<file path="src/rtl/core/ray_slab_intersect_assert.svh">
// ----------------------------------------------------------------------------
// ray slab intersect assertion macros
// concurrent assertion wrappers, empty when synthesizing
// ----------------------------------------------------------------------------
`ifndef RAY_SLAB_INTERSECT_ASSERT_SVH
`define RAY_SLAB_INTERSECT_ASSERT_SVH
`ifndef SYNTHESIS
`define RSI_ASSERT_IMPL(lbl, clk, rst_n, ante, cons) \
    lbl: assert property (@(posedge clk) disable iff (!rst_n) (ante) |-> (cons)) \
        else $error("ray slab assertion failed");
`define RSI_ASSERT_DELAY(lbl, clk, rst_n, ante, dly, cons) \
    lbl: assert property (@(posedge clk) disable iff (!rst_n) (ante) |-> ##(dly) (cons)) \
        else $error("ray slab latency assertion failed");
`else
`define RSI_ASSERT_IMPL(lbl, clk, rst_n, ante, cons)
`define RSI_ASSERT_DELAY(lbl, clk, rst_n, ante, dly, cons)
`endif
`endif

</file>
<file path="src/rtl/core/rsi_pkg.sv">
// ----------------------------------------------------------------------------
// rsi_pkg
// shared types, widths and helpers of the ray slab intersect block
// ----------------------------------------------------------------------------
package rsi_pkg;

    localparam int W  = 32;
    localparam int F  = 16;
    localparam int PW = 2 * W;
    localparam int SW = 2 * W + 2;
    localparam int EW = 2 * W + 3;
    localparam int RW = 3 * W;
    localparam int QW = W - 1;
    localparam int NC = W - 1;
    localparam int CIW = 3;

    typedef logic [CIW-1:0] t_cfg_idx;
    localparam t_cfg_idx REG_COEF_A     = 3'd0;
    localparam t_cfg_idx REG_COEF_B     = 3'd1;
    localparam t_cfg_idx REG_COEF_C     = 3'd2;
    localparam t_cfg_idx REG_OFFSET_ONE = 3'd3;
    localparam t_cfg_idx REG_OFFSET_TWO = 3'd4;

    localparam logic CMD_INTERSECT = 1'b0;
    localparam logic CMD_NORMAL    = 1'b1;

    localparam logic [1:0] HITS_NONE = 2'd0;
    localparam logic [1:0] HITS_TWO  = 2'd2;

    localparam logic signed [W-1:0] WORD_MAX = {1'b0, {(W-1){1'b1}}};
    localparam logic signed [W-1:0] WORD_MIN = {1'b1, {(W-1){1'b0}}};

    typedef struct packed {
        logic                cmd;
        logic signed [W-1:0] origin_x;
        logic signed [W-1:0] origin_y;
        logic signed [W-1:0] origin_z;
        logic signed [W-1:0] dir_x;
        logic signed [W-1:0] dir_y;
        logic signed [W-1:0] dir_z;
    } t_in;

    typedef struct packed {
        logic [1:0]          hit_count;
        logic signed [W-1:0] t_enter;
        logic signed [W-1:0] t_exit;
        logic                unbounded_span;
        logic signed [W-1:0] normal_x;
        logic signed [W-1:0] normal_y;
        logic signed [W-1:0] normal_z;
    } t_out;

    typedef struct packed {
        logic cmd;
        logic kzero;
        logic in_slab;
        logic neg1;
        logic neg2;
        logic ov1;
        logic ov2;
        logic pick_pos;
    } t_ctl;

    function automatic logic signed [W-1:0] neg_sat(input logic signed [W-1:0] v);
        logic signed [W-1:0] r;
        r = (v == WORD_MIN) ? WORD_MAX : -v;
        return r;
    endfunction

    function automatic logic signed [W-1:0] quot_word(input logic [QW-1:0] q,
                                                      input logic ov, input logic neg);
        logic signed [W-1:0] m;
        logic signed [W-1:0] r;
        m = W'({1'b0, q});
        if (ov) begin
            r = neg ? WORD_MIN : WORD_MAX;
        end else begin
            r = neg ? -m : m;
        end
        return r;
    endfunction

endpackage

</file>
<file path="src/rtl/core/rsi_div_cell.sv">
// ----------------------------------------------------------------------------
// rsi_div_cell
// one restoring division step for both plane quotients
// ----------------------------------------------------------------------------
module rsi_div_cell (
    input  logic                   i_clk,
    input  logic                   i_rst_n,
    input  logic                   i_valid,
    input  rsi_pkg::t_ctl          i_ctl,
    input  logic [rsi_pkg::RW-1:0] i_r1,
    input  logic [rsi_pkg::RW-1:0] i_r2,
    input  logic [rsi_pkg::RW-1:0] i_dd,
    input  logic [rsi_pkg::QW-1:0] i_q1,
    input  logic [rsi_pkg::QW-1:0] i_q2,
    output logic                   o_valid,
    output rsi_pkg::t_ctl          o_ctl,
    output logic [rsi_pkg::RW-1:0] o_r1,
    output logic [rsi_pkg::RW-1:0] o_r2,
    output logic [rsi_pkg::RW-1:0] o_dd,
    output logic [rsi_pkg::QW-1:0] o_q1,
    output logic [rsi_pkg::QW-1:0] o_q2
);

    logic w_ge1, w_ge2;

    assign w_ge1 = i_r1 >= i_dd;
    assign w_ge2 = i_r2 >= i_dd;

    always_ff @(posedge i_clk) begin
        if (!i_rst_n) begin
            o_valid <= 1'b0;
        end else begin
            o_valid <= i_valid;
        end
    end

    always_ff @(posedge i_clk) begin
        o_ctl <= i_ctl;
        o_r1  <= w_ge1 ? i_r1 - i_dd : i_r1;
        o_r2  <= w_ge2 ? i_r2 - i_dd : i_r2;
        o_dd  <= i_dd >> 1;
        o_q1  <= {i_q1[rsi_pkg::QW-2:0], w_ge1};
        o_q2  <= {i_q2[rsi_pkg::QW-2:0], w_ge2};
    end

endmodule

</file>
<file path="config.mk">
export PLATFORM = sky130hd
export DESIGN_NAME = rsi_div_cell
export DESIGN_NICKNAME = d
export VERILOG_FILES = /design/src/rtl/core/ray_slab_intersect_assert.svh /design/src/rtl/core/rsi_pkg.sv /design/src/rtl/core/rsi_div_cell.sv
export SDC_FILE = /design/constraint.sdc
export NUM_CORES = 1
export LEC_CHECK = 0
export ABC_CLOCK_PERIOD_IN_PS = 7400
export BUFFER_PORTS_ARGS = -buffer_cell sky130_fd_sc_hd__buf_2
export CAP_MARGIN = 20
export CORE_AREA = 2 2 277 279
export CTS_CLUSTER_DIAMETER = 30
export DETAILED_ROUTE_END_ITERATION = 16
export DIE_AREA = 0 0 279 281
export HOLD_SLACK_MARGIN = 0.12
export SYNTH_ARGS = -nofsm -noshare
export SYNTH_HDL_FRONTEND = slang
export SYNTH_SLANG_ARGS = --single-unit
</file>
<file path="constraint.sdc">
create_clock -name i_clk -period 7.4 [get_ports i_clk]
set_input_delay 1.48 -clock i_clk [delete_from_list [all_inputs] [get_ports i_clk]]
set_output_delay 1.48 -clock i_clk [all_outputs]
set_load 0.01 [all_outputs]
</file>
==> results.yml <==
logic_synthesis:
  synth_edf_count: 0
  synth-seq-area-share_pct: 32.7
  synth.net_count: 3375
  netlist_area_um2: 21900
  synth_cell_types: 85
  synthArstFlopShare_pct: 0
  ys_seq_elements: 358
  syn_inst: 2820
  postSynthAreaPerCell_um2: 7.76
  yosysWarningCount: 0
  ys.flop_type: "dfxtp_1"
placement:
  dpl.hpwl_um: 82600
  numPortBuffers: 716
  gp_congestion: 0.997
cells_and_area:
  area_growth_syn_to_layout_pct: 33.1
  nets: 4045
  drive_above_1_share_pct: 25.7
  final_util_pct: 38.6
worst_setup_path:
  critPathRequiredTime_ns: 7.92
  slowest_delay_ns: 0.81
  cp_max_fo: 5
  worstPathCellList: "buf_2 > inv_1 > ha_1 > a21o_1 > a21oi_1 > nor4b_1 > o21ai_1 > a21oi_1 > a2bb2oi_1 > o21ai_1 > o21ai_0 > o21ai_0 > a311o_1"
  setup.worst_path.start_class: "primary input"
  worstPathArrival_ns: 5.96
  endpoint_kind: "flop"
  worstSetupPathType: "in2reg"
  crit_slowest_cell: "a21oi_1"
power_and_ir_drop:
  clkPwrFrac_pct: 46.5
  comb_power_share_pct: 25.7
  internal_power_mw: 5.45
  power_mw: 8.10
  leakage_nw: 13.6
  ir_drop_mv: 0.156
  power_density_nw_per_um2: 278
  switching_share_pct: 32.7
  power_frac_seq_pct: 27.8
  switchingPower_mw: 2.65
job:
  max_cap_viol_count: 0
global_routing:
  antenna_found_initial: 20
  grt_overflow_total: 0
  track_usage_pct: 23.7
  grt_pass1_wl_um: 141000
  grt_pass1_vias: 22500
  grt_max_degree: 78
timing:
  maxSlewViolCount: 0
  rsz0062_at_grt: "no"
  hold_viol_final: 0
  min_period_over_period_pct: 73.6
  fmax_ghz: 0.184
  finalSetupViolCount: 0
  hold_slack_ns: 0.942
  finalWorstPathRequiredPeriod_ns: 5.44
  finalSetupTns_ns: 0
  tightest_slew_ns: 1.11
  relSlewSlack_pct: 24.3
floorplanning:
  start_util_pct: 29.0
  die_y_um: 281
  io_pins: 720
  num_rows: 101
  die_w_um: 279
  core_area_um2: 75400
  die_area_um2: 78400
route:
  viasPerCell: 5.24
  drc: 0
  drtIter0Drc: 1772
  drt-total-wl_um: 98100
  wire_per_inst_um: 21.6
  vias: 23800
  drt-pass1-iter-count: 6
  ant_nets: 0
clock_tree:
  clkTransAtPathRegs_ns: 0.06
  cts_tree: "built"
  cts_max_level: 3
  cts_max_path_buffers: 3
  clkSinkCount: 358
  cts_setup_buffers: 0
  clockRootBuffer: "clkbuf_16"
  cts_inserted_buffers: 79
  holdBufCountCts: 0
  ctsResizeCount: 0
run_status:
  status: "finished, final reports clean"
worst_hold_path:
  hold_path.class: "in2reg"
## power by group through the flow
stage	logic, mW	clock network [mW]	registers (mW)
finish	2.08	3.77	2.25
global route	2.26	3.92	2.26
CTS	2.06	3.83	2.25
detailed placement	2.05	0	2.28
global placement	2.05	0	2.28
floorplan	1.10	0	2.41
## worst paths after layout
path      from  endpoint  cells past startpoint
max    i_dd[3]  o_r2[91]                     13
min   i_q2[14]  o_q2[15]                      1
## layout make-up
| class | instances | area [µm²] |
|---|---|---|
| multi-input cells | 2173 | 13600 |
| diodes | 8 | 20.0 |
| clock buffers | 94 | 2120 |
| flip-flops and latches | 358 | 7170 |
| fillers | 7835 | 46300 |
| inverters | 150 | 566 |
| clock inverters | 51 | 762 |
| well taps | 978 | 1220 |
| repair buffers | 728 | 3690 |
## metrics by stage
stage               setup slack [ns]  cells  cell area [µm²]
floorplan                       3.17   2820            21900
global placement                1.47   4387            26200
detailed placement              1.43   4387            26200
CTS                             2.08   4532            29100
global route                    1.87   4539            29100
finish                          1.96   4540            29100
## cells by family after synthesis
kind of cell | count (synthesis) | share of synthesized area [%]
flops | 358 | 32.7
xor+xnor | 161 | 6.44
simple gates | 871 | 18.2
buf+inv | 289 | 5.18
mux | 22 | 1.10
other cells | 1 | 0.0171
compound gates | 924 | 25.2
fa+ha+maj | 194 | 11.2
## critical path, delay by kind of cell
family / cells / cell delay, ns
AO/OA/AOI/OAI: 9 / 3.45
AND/OR/NAND/NOR: 1 / 0.53
adder cells (fa/ha/maj): 1 / 0.34
buffers and inverters: 2 / 0.16
## state kept, by name, summed over array words and instances (netlist names)
signal / cells
o_r1: 96
o_valid: 1
o_dd: 95
o_q1: 31
o_r2: 96
o_ctl: 8
o_q2: 31
## synthesized netlist by cell type (14+ instances only)
cell type    n  area, µm²
a21oi_1    350       1750
clkbuf_1   112        420
xnor2_1     87        762
buf_2       24        120
o21a_1      21        158
nand4_1     94        588
nor4_1      20        125
nand2_1    330       1240
nor2_1     243        912
o21ai_0    245       1230
ha_1       192       2400
a21o_1      75        563
and3_1      14       87.6
o21bai_1    48        360
o21ai_1     21        105
inv_1      148        556
nand3_1     46        230
nor3_1      44        220
dfxtp_1    358       7170
xor2_1      74        648
o211ai_1    22        165
mux2_2      16        180
o31ai_1     15        113
a31oi_1     24        150
## layout by cell type (no fill, tap or decap), types with 79 or more instances in the layout
| cell type | Yosys | final |
|---|---|---|
| buf_2 | 24 | 716 |
| dfxtp_1 | 358 | 358 |
| a21oi_1 | 350 | 350 |
| nand2_1 | 330 | 330 |
| o21ai_0 | 245 | 245 |
| nor2_1 | 243 | 243 |
| ha_1 | 192 | 192 |
| inv_1 | 148 | 148 |
| nand4_1 | 94 | 94 |
| xnor2_1 | 87 | 87 |
| clkbuf_16 | 0 | 79 |
## layer usage
metal	share of wire, %	vias to the layer above	track usage (%)
met3	8.2	172	5.25
met5	0.10	-	0
met4	2.8	14	8.23
met1	42	11200	29.5
met2	47	1018	40.2
li1	-	11400	-
(Power assumes the default switching activity.)
